File: config.mk
export PLATFORM = sky130hd
export DESIGN_NAME = ps2_key_release_line_editor_top
export DESIGN_NICKNAME = d
export VERILOG_FILES = /design/src/ps2kre_pkg.sv /design/src/ps2kre_front.sv /design/src/ps2kre_fifo.sv /design/src/ps2kre_back.sv /design/src/ps2_key_release_line_editor_top.sv
export VERILOG_INCLUDE_DIRS = /design/src /design/src/src
export SDC_FILE = /design/constraint.sdc
export NUM_CORES = 1
export LEC_CHECK = 0
export BUFFER_PORTS_ARGS = -buffer_cell sky130_fd_sc_hd__clkbuf_2
export CAP_MARGIN = 20
export CORE_ASPECT_RATIO = 1.25
export CORE_MARGIN = 2
export CORE_UTILIZATION = 40
export DETAILED_ROUTE_END_ITERATION = 10
export HOLD_SLACK_MARGIN = 0.02
export SLEW_MARGIN = 20
export SYNTH_ARGS = -nofsm -noshare
export SYNTH_HDL_FRONTEND = slang
export SYNTH_HIERARCHICAL = 1
export SYNTH_SLANG_ARGS = --single-unit
File: constraint.sdc
create_clock -name clk -period 5.5 [get_ports clk]
set_input_delay 0.55 -clock clk [delete_from_list [all_inputs] [get_ports clk]]
set_output_delay 0.55 -clock clk [all_outputs]
set_load 0.01 [all_outputs]
File: src/ps2_key_release_line_editor_top_assert.svh
// ---------------------------------------------------------------------------
// Assertion macros for the PS/2 key-release line editor.
// Both expect clk and arst_n in scope.
// ---------------------------------------------------------------------------
`ifndef PS2_KEY_RELEASE_LINE_EDITOR_TOP_ASSERT_SVH
`define PS2_KEY_RELEASE_LINE_EDITOR_TOP_ASSERT_SVH

// Same-cycle implication.
`define PS2KRE_ASSERT_NOW(lbl, ante, cons, msg) \
	lbl: assert property (@(posedge clk) disable iff (!arst_n) (ante) |-> (cons)) \
		else $error(msg);

// Next-cycle implication.
`define PS2KRE_ASSERT_NEXT(lbl, ante, cons, msg) \
	lbl: assert property (@(posedge clk) disable iff (!arst_n) (ante) |=> (cons)) \
		else $error(msg);

`endif

File: src/ps2kre_pkg.sv
// ---------------------------------------------------------------------------
// ps2kre_pkg
// Types, codes and the set-2 letter table shared by the line editor.
// ---------------------------------------------------------------------------
package ps2kre_pkg;

	typedef struct packed {
		logic       read_valid;
		logic [7:0] scan_byte;
	} in_item_t;

	typedef struct packed {
		logic [2:0]  event_res;
		logic [6:0]  letter;
		logic [2:0]  row;
		logic [2:0]  column;
		logic [39:0] locked_word;
		logic        rows_used_up;
	} out_item_t;

	// Key classes handed from the front to the back
	localparam logic [2:0] CMD_NONE    = 3'd0;
	localparam logic [2:0] CMD_LETTER  = 3'd1;
	localparam logic [2:0] CMD_ERASE   = 3'd2;
	localparam logic [2:0] CMD_ENTER   = 3'd3;
	localparam logic [2:0] CMD_UNKNOWN = 3'd4;

	typedef struct packed {
		logic [2:0] kind;
		logic [6:0] letter;
	} key_cmd_t;

	// Event codes
	localparam logic [2:0] EV_NONE      = 3'd0;
	localparam logic [2:0] EV_STORED    = 3'd1;
	localparam logic [2:0] EV_FULL      = 3'd2;
	localparam logic [2:0] EV_DELETED   = 3'd3;
	localparam logic [2:0] EV_LOCKED    = 3'd4;
	localparam logic [2:0] EV_EXHAUSTED = 3'd5;
	localparam logic [2:0] EV_UNKNOWN   = 3'd6;
	localparam logic [2:0] EV_EMPTY     = 3'd7;

	// Scan codes
	localparam logic [7:0] BREAK_PREFIX  = 8'hF0;
	localparam logic [7:0] KEY_BACKSPACE = 8'h66;
	localparam logic [7:0] KEY_ENTER     = 8'h5A;

	// Set-2 make code to ASCII capital, zero for anything else
	function automatic logic [6:0] code_to_letter(input logic [7:0] code);
		logic [6:0] ch;
		case (code)
			8'h1C: ch = 7'h41; 8'h32: ch = 7'h42; 8'h21: ch = 7'h43;
			8'h23: ch = 7'h44; 8'h24: ch = 7'h45; 8'h2B: ch = 7'h46;
			8'h34: ch = 7'h47; 8'h33: ch = 7'h48; 8'h43: ch = 7'h49;
			8'h3B: ch = 7'h4A; 8'h42: ch = 7'h4B; 8'h4B: ch = 7'h4C;
			8'h3A: ch = 7'h4D; 8'h31: ch = 7'h4E; 8'h44: ch = 7'h4F;
			8'h4D: ch = 7'h50; 8'h15: ch = 7'h51; 8'h2D: ch = 7'h52;
			8'h1B: ch = 7'h53; 8'h2C: ch = 7'h54; 8'h3C: ch = 7'h55;
			8'h2A: ch = 7'h56; 8'h1D: ch = 7'h57; 8'h22: ch = 7'h58;
			8'h35: ch = 7'h59; 8'h1A: ch = 7'h5A;
			default: ch = 7'h00;
		endcase
		return ch;
	endfunction

endpackage

File: src/ps2kre_front.sv
// ---------------------------------------------------------------------------
// ps2kre_front
// Tracks the break prefix and classifies each read into a key command.
// ---------------------------------------------------------------------------
module ps2kre_front (
	input  logic                 clk,
	input  logic                 arst_n,
	input  logic                 in_valid,
	output logic                 in_ready,
	input  ps2kre_pkg::in_item_t in_item,
	output logic                 push_valid,
	input  logic                 push_ready,
	output ps2kre_pkg::key_cmd_t push_cmd
);
	import ps2kre_pkg::*;

	logic       release_pending_q;
	logic       pending_nxt;
	logic [6:0] ch;

	assign ch         = code_to_letter(in_item.scan_byte);
	assign in_ready   = push_ready;
	assign push_valid = in_valid;

	always_comb begin
		pending_nxt     = release_pending_q;
		push_cmd.kind   = CMD_NONE;
		push_cmd.letter = '0;
		if (in_item.read_valid) begin
			if (in_item.scan_byte == BREAK_PREFIX) begin
				pending_nxt = 1'b1;
			end else if (release_pending_q) begin
				pending_nxt = 1'b0;
				if (ch != 7'h00) begin
					push_cmd.kind   = CMD_LETTER;
					push_cmd.letter = ch;
				end else if (in_item.scan_byte == KEY_BACKSPACE) begin
					push_cmd.kind = CMD_ERASE;
				end else if (in_item.scan_byte == KEY_ENTER) begin
					push_cmd.kind = CMD_ENTER;
				end else begin
					push_cmd.kind = CMD_UNKNOWN;
				end
			end
		end
	end

	always_ff @(posedge clk or negedge arst_n) begin
		if (!arst_n) begin
			release_pending_q <= 1'b0;
		end else if (in_valid && push_ready) begin
			release_pending_q <= pending_nxt;
		end
	end

endmodule

File: src/ps2kre_fifo.sv
// ---------------------------------------------------------------------------
// ps2kre_fifo
// Two-entry command queue between front and back.
// ---------------------------------------------------------------------------
module ps2kre_fifo (
	input  logic                 clk,
	input  logic                 arst_n,
	input  logic                 push_valid,
	output logic                 push_ready,
	input  ps2kre_pkg::key_cmd_t push_cmd,
	output logic                 pop_valid,
	input  logic                 pop_ready,
	output ps2kre_pkg::key_cmd_t pop_cmd
);
	import ps2kre_pkg::*;

	key_cmd_t   entries_q [2];
	logic       wr_ptr_q;
	logic       rd_ptr_q;
	logic [1:0] count_q;
	logic       push;
	logic       pop;

	assign push_ready = (count_q != 2'd2);
	assign pop_valid  = (count_q != 2'd0);
	assign pop_cmd    = entries_q[rd_ptr_q];
	assign push       = push_valid && push_ready;
	assign pop        = pop_valid && pop_ready;

	always_ff @(posedge clk) begin
		if (push) begin
			entries_q[wr_ptr_q] <= push_cmd;
		end
	end

	always_ff @(posedge clk or negedge arst_n) begin
		if (!arst_n) begin
			wr_ptr_q <= 1'b0;
			rd_ptr_q <= 1'b0;
			count_q  <= 2'd0;
		end else begin
			if (push) begin
				wr_ptr_q <= ~wr_ptr_q;
			end
			if (pop) begin
				rd_ptr_q <= ~rd_ptr_q;
			end
			case ({push, pop})
				2'b10:   count_q <= count_q + 2'd1;
				2'b01:   count_q <= count_q - 2'd1;
				default: count_q <= count_q;
			endcase
		end
	end

endmodule

File: src/ps2kre_back.sv
// ---------------------------------------------------------------------------
// ps2kre_back
// Applies key commands to the current row and registers the result.
// ---------------------------------------------------------------------------
module ps2kre_back #(
	parameter int ROWS            = 6,
	parameter int LETTERS_PER_ROW = 5
) (
	input  logic                  clk,
	input  logic                  arst_n,
	input  logic                  pop_valid,
	output logic                  pop_ready,
	input  ps2kre_pkg::key_cmd_t  pop_cmd,
	output logic                  out_valid,
	input  logic                  out_ready,
	output ps2kre_pkg::out_item_t out_item
);
	import ps2kre_pkg::*;

	localparam int RW     = $clog2(ROWS + 1);
	localparam int CW     = $clog2(LETTERS_PER_ROW + 1);
	localparam int WORD_N = (LETTERS_PER_ROW < 5) ? LETTERS_PER_ROW : 5;

	// Only the open row is kept: locked rows are never read again.
	logic [6:0]    letters_q   [LETTERS_PER_ROW];
	logic [6:0]    letters_nxt [LETTERS_PER_ROW];
	logic [RW-1:0] row_q;
	logic [RW-1:0] row_nxt;
	logic [CW-1:0] col_q;
	logic [CW-1:0] col_nxt;
	logic          exhausted;
	logic [2:0]    ev;
	logic [6:0]    let_out;
	logic [6:0]    erase_rd;
	logic [39:0]   word;
	logic          out_valid_q;
	out_item_t     out_q;
	out_item_t     out_d;
	logic          pop;

	assign exhausted = (row_q >= RW'(ROWS));
	assign pop_ready = !out_valid_q || out_ready;
	assign pop       = pop_valid && pop_ready;
	assign out_valid = out_valid_q;
	assign out_item  = out_q;

	always_comb begin
		row_nxt     = row_q;
		col_nxt     = col_q;
		letters_nxt = letters_q;
		ev          = EV_NONE;
		let_out     = '0;
		word        = '0;
		erase_rd    = '0;
		for (int i = 0; i < LETTERS_PER_ROW; i++) begin
			if (col_q == CW'(i + 1)) begin
				erase_rd = letters_q[i];
			end
		end
		if (pop_cmd.kind != CMD_NONE) begin
			if (exhausted) begin
				ev = EV_EXHAUSTED;
			end else begin
				case (pop_cmd.kind)
					CMD_LETTER: begin
						if (col_q < CW'(LETTERS_PER_ROW)) begin
							for (int i = 0; i < LETTERS_PER_ROW; i++) begin
								if (col_q == CW'(i)) begin
									letters_nxt[i] = pop_cmd.letter;
								end
							end
							col_nxt = col_q + CW'(1);
							let_out = pop_cmd.letter;
							ev      = EV_STORED;
						end else begin
							ev = EV_FULL;
						end
					end
					CMD_ERASE: begin
						if (col_q == '0) begin
							ev = EV_EMPTY;
						end else begin
							for (int i = 0; i < LETTERS_PER_ROW; i++) begin
								if (col_q == CW'(i + 1)) begin
									letters_nxt[i] = '0;
								end
							end
							col_nxt = col_q - CW'(1);
							let_out = erase_rd;
							ev      = EV_DELETED;
						end
					end
					CMD_ENTER: begin
						for (int k = 0; k < WORD_N; k++) begin
							word[8*k +: 8] = {1'b0, letters_q[k]};
						end
						for (int i = 0; i < LETTERS_PER_ROW; i++) begin
							letters_nxt[i] = '0;
						end
						col_nxt = '0;
						row_nxt = row_q + RW'(1);
						ev      = EV_LOCKED;
					end
					CMD_UNKNOWN: ev = EV_UNKNOWN;
					default:     ev = EV_NONE;
				endcase
			end
		end
	end

	always_comb begin
		out_d.event_res    = ev;
		out_d.letter       = let_out;
		out_d.row          = 3'(row_nxt);
		out_d.column       = 3'(col_nxt);
		out_d.locked_word  = word;
		out_d.rows_used_up = (row_nxt >= RW'(ROWS));
	end

	always_ff @(posedge clk or negedge arst_n) begin
		if (!arst_n) begin
			row_q       <= '0;
			col_q       <= '0;
			out_valid_q <= 1'b0;
			for (int i = 0; i < LETTERS_PER_ROW; i++) begin
				letters_q[i] <= '0;
			end
		end else begin
			if (pop_ready) begin
				out_valid_q <= pop_valid;
			end
			if (pop) begin
				row_q     <= row_nxt;
				col_q     <= col_nxt;
				letters_q <= letters_nxt;
			end
		end
	end

	always_ff @(posedge clk) begin
		if (pop) begin
			out_q <= out_d;
		end
	end

endmodule

File: src/ps2_key_release_line_editor_top.sv
// ---------------------------------------------------------------------------
// ps2_key_release_line_editor_top
// Path: each read is classified combinationally in the front, written into
//   the two-entry queue, then applied in the back and held in the result register.
// Throughput: one read per cycle while the queue has room and the consumer
//   takes results; one result per read. The back's row update is combinational.
// Reset: arst_n clears the break flag, row, column, letters and the queue at
//   once; no clearing pass, the block takes input right after reset.
// ---------------------------------------------------------------------------
`include "ps2_key_release_line_editor_top_assert.svh"

module ps2_key_release_line_editor_top #(
	parameter int ROWS            = 6,
	parameter int LETTERS_PER_ROW = 5
) (
	input  logic                  clk,
	input  logic                  arst_n,
	input  logic                  in_valid,
	output logic                  in_ready,
	input  ps2kre_pkg::in_item_t  in_item,
	output logic                  out_valid,
	input  logic                  out_ready,
	output ps2kre_pkg::out_item_t out_item
);
	import ps2kre_pkg::*;

	// Front -> queue
	logic     push_valid;
	logic     push_ready;
	key_cmd_t push_cmd;

	// Queue -> back
	logic     pop_valid;
	logic     pop_ready;
	key_cmd_t pop_cmd;

	// Front: watches for the break prefix and turns each released key into
	// a command. Every read yields a command (NONE for prefix, press or an
	// empty read) so each transfer in maps to exactly one result out.
	ps2kre_front u_front (
		.clk        (clk),
		.arst_n     (arst_n),
		.in_valid   (in_valid),
		.in_ready   (in_ready),
		.in_item    (in_item),
		.push_valid (push_valid),
		.push_ready (push_ready),
		.push_cmd   (push_cmd)
	);

	// Two-entry queue lets the front keep taking reads while the result
	// register waits on the consumer.
	ps2kre_fifo u_fifo (
		.clk        (clk),
		.arst_n     (arst_n),
		.push_valid (push_valid),
		.push_ready (push_ready),
		.push_cmd   (push_cmd),
		.pop_valid  (pop_valid),
		.pop_ready  (pop_ready),
		.pop_cmd    (pop_cmd)
	);

	// Back: owns row/column state and the open row's letters, and holds
	// the result register. Pops whenever that register is free or draining.
	ps2kre_back #(
		.ROWS            (ROWS),
		.LETTERS_PER_ROW (LETTERS_PER_ROW)
	) u_back (
		.clk       (clk),
		.arst_n    (arst_n),
		.pop_valid (pop_valid),
		.pop_ready (pop_ready),
		.pop_cmd   (pop_cmd),
		.out_valid (out_valid),
		.out_ready (out_ready),
		.out_item  (out_item)
	);

	// Once rows run out, only idle, lock (the final one) or exhaustion occur.
	`PS2KRE_ASSERT_NOW(a_used_up_events, out_valid && out_item.rows_used_up, out_item.event_res == EV_NONE || out_item.event_res == EV_LOCKED || out_item.event_res == EV_EXHAUSTED, "edit event after rows used up")

	// A letter is reported only on store or delete.
	`PS2KRE_ASSERT_NOW(a_letter_event, out_valid && out_item.letter != 7'h00, out_item.event_res == EV_STORED || out_item.event_res == EV_DELETED, "letter on wrong event")

	// A locked word appears only with a lock event.
	`PS2KRE_ASSERT_NOW(a_word_event, out_valid && out_item.locked_word != 40'h0, out_item.event_res == EV_LOCKED, "locked word without lock")

	// Back-to-back: a queued command refills the result register right after a transfer.
	`PS2KRE_ASSERT_NEXT(a_refill, out_valid && out_ready && pop_valid, out_valid, "result register not refilled")

endmodule
==> qor.yml, run 1 <==
hp-class: "in2async"
postLayoutCellArea_um2: 7240
regToRegSetupSlack_ps: 2600
cts_max_path_buffers: 2
grt_pass1_vias: 4050
timing.final.crit_share: 0.528
crit_family: "compound AO/OA/AOI/OAI gates"
io_pins: 72
clkLatencyLatePin_ps: 410
wire_per_inst_um: 16.6
cts.reportedPaths.clkPinSlew_ps: 50
netlist-cell-type-count: 70
die_height_um: 144
cts_num_sinks: 119
viasPerCell: 5.11
crit-reg2reg-launch: "u_fifo/rd_ptr_q"
synthArstFlopShare: 0.395
synth-main-ff-cell: "edfxtp_1"
p_leak_nw: 2.94
cts_tree: "built"
nets: 611
fp.dieW_um: 116
worst_path_max_delay_cell: "dfrtp_1"
fin_crit_ps: 2900
vias: 4124
dieArea_um2: 16700
start_util: 0.405
coreArea_um2: 15400
ys_ff_latch: 119
place.port_buffers: 66
crit_chain: "mux2_2, nand2b_1, o32ai_4, a211o_1, mux2_4"
diodes: 0
grt_max_degree: 55
status: "completed"
ant_nets: 0
drt-initial-drc-count: 232
critPathBufInv: 0
critical_path.max_fanout: 11
dp.final_hpwl_um: 9550
drt_first_pass_iters: 6
final_cell_mix: "edfxtp_1, clkbuf_2, dfrtp_1, and2_1, nand2_1"
wl_um: 13400
ir_drop_uv: 270
synth_warnings: 6
area_growth_pct: 15.7
root_buffer: "clkbuf_16"
antenna_found_initial: 0
final_util: 0.469
setup.worst_path.end_class: "flop"
syn_area_per_cell_um2: 11.9
cts_hold_buf: 0
setup_viol: 0
grt_usage: 0.170
relSlewSlack: 0.413
seq_area_um2: 3340
final_hold_viol_count: 0
syn_inst: 527
drive_above_1_share: 0.274
ys_seq_area_frac: 0.533
cts_made_buffers: 17
synth_compound_area_frac: 0.116
ctsResizeCount: 0
final-max-slew-violation-count: 0
power.density_nw_per_um2: 557
postPlaceCellArea_um2: 6670
multi_input_area_um2: 2680
final_common_cell: "edfxtp_1"
grt-ovfl-total: 0
start_kind: "flop"
reg2reg_depth: 5
max_freq_ghz: 0.344
num-fill-cells: 1479
synth_fa_ha_area_frac: 0.0320
synth-edff-count: 72
synth_top_family_by_area: "simple AND/OR/NAND/NOR gates"
tns_ps: 0
htreeDepth: 4
rsz0062_at_grt: "no"
finalClockSkew_ps: 5.91
required_ps: 5790
worstPathArrival_ps: 3190
synth_area_um2: 6260
drc: 0
tightestPinTransition_ps: 881
cp_num_cells: 5
synth-simple-area-share: 0.163
critPathKind: "reg2reg"
maxCapViolCount: 0
grt_first_pass_wirelength_um: 21300
synth.area.mux_share: 0.105
cpPeakStageDelay_ps: 610
cts_setup_buffers: 0
finalWeightedCongestion: 0.838
synth_xor_area_frac: 0.00979
r2r_end: "u_back/letters_q[13]"
fp-row-count: 51
-- layout make-up --
type	instances	share of cell area
Sequential cell	119	0.461
Timing Repair Buffer	67	0.0466
Inverter	13	0.00691
Clock buffer	19	0.0598
Multi-Input combinational cell	364	0.370
Tap cell	212	0.0366
Clock inverter	13	0.0188
-- Yosys cell counts (5+ instances only) --
master,instances,share of area
a21oi_1,30,0.024
a22oi_1,7,0.0084
and2_1,44,0.044
buf_2,11,0.0088
buf_4,10,0.012
clkbuf_1,11,0.0066
dfrtp_1,47,0.19
edfxtp_1,72,0.35
ha_1,16,0.032
inv_1,12,0.0072
mux2_2,36,0.065
mux2_4,14,0.034
nand2_1,43,0.026
nand2b_1,19,0.019
nand3_1,8,0.0064
nand3b_1,8,0.0096
nor2_1,23,0.014
nor2b_1,8,0.0080
nor3_1,6,0.0048
o211ai_1,6,0.0072
o21ai_0,17,0.014
o31ai_1,6,0.0072
xnor2_1,5,0.0070
-- worst reg2reg max path, delay by kind of cell (launching register included) --
| kind | cells | cell delay (ps) |
|---|---|---|
| flip-flops | 1 | 610 |
| AO/OA/AOI/OAI | 2 | 1050 |
| AND/OR/NAND/NOR | 1 | 310 |
| multiplexers | 2 | 820 |
-- registers in the layout (all words and copies together), names as in the netlist --
| name | cells |
|---|---|
| u_back/col_q | 3 |
| u_back/letters_q | 35 |
| u_back/out_item | 52 |
| u_back/out_valid | 1 |
| u_back/row_q | 3 |
| u_fifo/count_q | 2 |
| u_fifo/entries_q | 20 |
| u_fifo/rd_ptr_q | 1 |
| u_fifo/wr_ptr_q | 1 |
| u_front/release_pending_q | 1 |
-- worst max path at each step --
| stage | start | to | slack [ps] |
|---|---|---|---|
| floorplan | u_fifo/rd_ptr_q | u_back/letters_q[10] | 3020 |
| global placement | u_fifo/rd_ptr_q | u_back/letters_q[12] | 2730 |
| detailed placement | u_fifo/rd_ptr_q | u_back/letters_q[13] | 2610 |
| CTS | u_fifo/rd_ptr_q | u_back/letters_q[13] | 2600 |
| global route | u_fifo/rd_ptr_q | u_back/out_item[41] | 2450 |
| finish | u_fifo/rd_ptr_q | u_back/letters_q[13] | 2600 |
-- routing by layer --
metal,share of wire,GRT usage,up-vias
li1,-,-,2004
met1,0.41,0.194,2000
met2,0.53,0.301,94
met3,0.031,0.0329,26
met4,0.030,0.0890,0
met5,0,0,-
-- power by group --
part	internal, mW	switching (mW)	leakage (nW)
sequential	1.36	0.199	1.30
combinational	0.585	0.817	1.36
clock	0.699	0.373	0.278
-- kinds of logic (layout without fill, tap and decap cells) --
logic type,Yosys count,in the layout
buffers and inverters,48,112
multiplexers,54,54
AO/OA/AOI/OAI,100,100
flip-flops,119,119
AND/OR/NAND/NOR,181,181
other,2,6
XOR/XNOR,7,7
adder cells (fa/ha/maj),16,16
-- through the flow --
stage / std cells / total power, mW / setup slack [ps] / hold WS [ps]
after CTS: 807 / 4.07 / 2600 / 255
after global routing: 807 / 4.27 / 2450 / 285
after global placement: 775 / 2.96 / 2730 / 464
final: 807 / 4.04 / 2600 / 232
after detailed placement: 775 / 2.98 / 2610 / 478
after floorplan: 531 / 2.57 / 3020 / 254
(Power assumes the default switching activity.)
==> run 2: changes to the inputs <==
ABC_AREA = 1   (was not set)
clock period = 2.8 ns   (was 5.5 ns; I/O delays follow)
==> qor.yml, run 2 <==
fin_crit_ps: 2330
total_power_mw: 8.34
synthArstFlopShare: 0.395
syn_area_per_cell_um2: 9.09
synth_most_common_cell: "nand2_1"
vias: 4803
p_seq_frac: 0.367
dp_cells: 953
ctsResizeCount: 0
p_sw_mw: 3.28
tns_ps: 0
ir_drop_uv: 524
synth_top_area_frac: 0.344
crit_top_cell: "nand2_1"
cts_num_sinks: 119
cts_max_path_buffers: 2
critPathKind: "reg2reg"
largest_reg_flops: 52
hold_slack_ps: 181
coreArea_um2: 15500
fp.dieW_um: 116
syn_inst: 692
antenna_found_initial: 0
dieArea_um2: 16700
area_growth_pct: 16.1
synth_area_um2: 6290
synth_warnings: 6
ys_ff_latch: 119
nets: 790
wl_um: 14100
p_sw_frac: 0.393
yosysTopAreaCell: "edfxtp_1"
place.port_buffers: 66
grt_max_degree: 48
comb_power_share: 0.378
grt_pass1_vias: 4772
fp-row-count: 51
worstPathArrival_ps: 2560
tightestPinTransition_ps: 812
finalClockSkew_ps: 6.86
maxCapViolCount: 0
timing.final.crit_share: 0.832
fin_cells: 986
root_buffer: "clkbuf_16"
final_hold_viol_count: 0
power.density_nw_per_um2: 1140
ant_nets: 0
required_ps: 3030
drt-initial-drc-count: 296
grt_first_pass_wirelength_um: 23000
drc: 0
num-fill-cells: 1513
cts_made_buffers: 17
htreeDepth: 4
rsz0062_at_grt: "no"
dp.final_hpwl_um: 10600
viasPerCell: 4.87
start_kind: "flop"
final_cell_mix: "nand2_1, inv_1, edfxtp_1, clkbuf_2, nor2_1"
worst_path_max_delay_cell: "dfrtp_1"
cts_setup_buffers: 0
final-max-slew-violation-count: 0
crit_family: "simple AND/OR/NAND/NOR gates"
die_height_um: 144
setup.worst_path.end_class: "flop"
crit_chain: "inv_1, nand2_1, nand2_1, inv_2, nor2_2, nand2_2, nor2_4, inv_1, a21oi_1, nand2_1, a21oi_1"
diodes: 0
cts.reportedPaths.clkPinSlew_ps: 50
ys_seq_area_frac: 0.531
clkLatencyLatePin_ps: 410
critical_path.max_fanout: 12
p_leak_nw: 3.41
max_freq_ghz: 0.429
finalWeightedCongestion: 0.887
io_pins: 72
cpPeakStageDelay_ps: 500
drt_first_pass_iters: 6
setup_viol: 0
yosys-top-cells-area: "edfxtp_1, dfrtp_1, nand2_1"
cts_tree: "built"
relSlewSlack: 0.456
netlist-cell-type-count: 42
start_util: 0.405
critPathBufInv: 3
grt_usage: 0.179
drive_above_1_share: 0.222
synth_commonest_cells: "nand2_1, inv_1, edfxtp_1, nor2_1, dfrtp_1"
status: "completed"
synth-edff-count: 72
clock_power_share: 0.255
hp-class: "in2reg"
regToRegSetupSlack_ps: 470
internal-power_mw: 5.06
final_common_cell: "nand2_1"
wire_per_inst_um: 14.3
synth-main-ff-cell: "edfxtp_1"
grt-ovfl-total: 0
[run 2: changes by cell type after synthesis, sizes merged, moves of 8 or more]
cell,previous run,this run
and2,45,0
clkbuf,11,0
inv,13,83
mux2,50,0
nand2,43,216
nand2b,19,0
nand3,8,44
nor2,23,74
nor2b,8,0
o21ai,20,50
[run 2: what timing repair did]
action,4_1_cts,5_1_grt
hold buffers,1,0
endpoints found under the hold margin,47,0
setup endpoints to repair,0,0
[run 2: logic make-up after synthesis]
kind of cell               Yosys count  synth area share
buffers and inverters              111            0.0866
AOI/OAI and AO/OA                   93            0.0892
other                                2           0.00119
xor gates and xnor gates             4           0.00557
DFF                                119             0.531
and+or+nand+nor                    346             0.253
adders and majority gates           16            0.0318
muxes                                1           0.00159
[run 2: final cells by class]
type / instances / area, um2 / area share
clock buffer: 21 / 450 / 0.0617
clock inverter: 11 / 130 / 0.0178
inverter: 87 / 334 / 0.0458
multi-input combinational: 466 / 2420 / 0.331
sequential: 119 / 3340 / 0.457
tap: 212 / 265 / 0.0363
timing repair buffer: 70 / 363 / 0.0497
[run 2: routing by layer]
| layer | up-vias | routed length, um | global-route usage |
|---|---|---|---|
| met5 | - | 0 | 0 |
| met4 | 0 | 748 | 0.114 |
| met3 | 48 | 585 | 0.0331 |
| met2 | 139 | 7350 | 0.324 |
| met1 | 2234 | 5440 | 0.190 |
| li1 | 2382 | - | - |
[run 2: worst register-to-register path, cell delays in order, from the launching register on]
cell,delay [ps]
dfrtp_1,500
inv_1,310
nand2_1,100
nand2_1,190
inv_2,100
nor2_2,140
nand2_2,140
nor2_4,140
inv_1,130
a21oi_1,140
nand2_1,80
a21oi_1,190
[run 2: path summary, 6_finish.rpt]
path / start / endpoint / cells past startpoint
max: u_fifo/rd_ptr_q / u_back/out_item[48] / 11
min: out_ready / u_back/out_valid / 4
max reg2reg: u_fifo/rd_ptr_q / u_back/out_item[48] / 11
min reg2reg: u_back/letters_q[15] / u_back/letters_q[15] / 2
max in group asynchronous: arst_n / u_back/letters_q[5] / 3
min in group asynchronous: arst_n / u_back/out_valid / 3
[run 2: power groups by stage]
| stage | logic [mW] | clock network (mW) | registers (mW) |
|---|---|---|---|
| after CTS | 3.18 | 2.17 | 3.07 |
| after detailed placement | 3.16 | 0 | 3.09 |
| after global placement | 3.09 | 0 | 3.08 |
| after floorplan | 2.20 | 0 | 3.19 |
| final | 3.15 | 2.13 | 3.06 |
| after global routing | 3.52 | 2.25 | 3.14 |
[run 2: metrics by stage]
step	util	worst slack, ps	area (um2)
2_1_floorplan	-	645	6300
5_1_grt	0.471	242	7300
4_1_cts	0.471	423	7300
6_report	0.471	469	7300
3_5_place_dp	0.433	444	6710
3_3_place_gp	0.433	543	6710
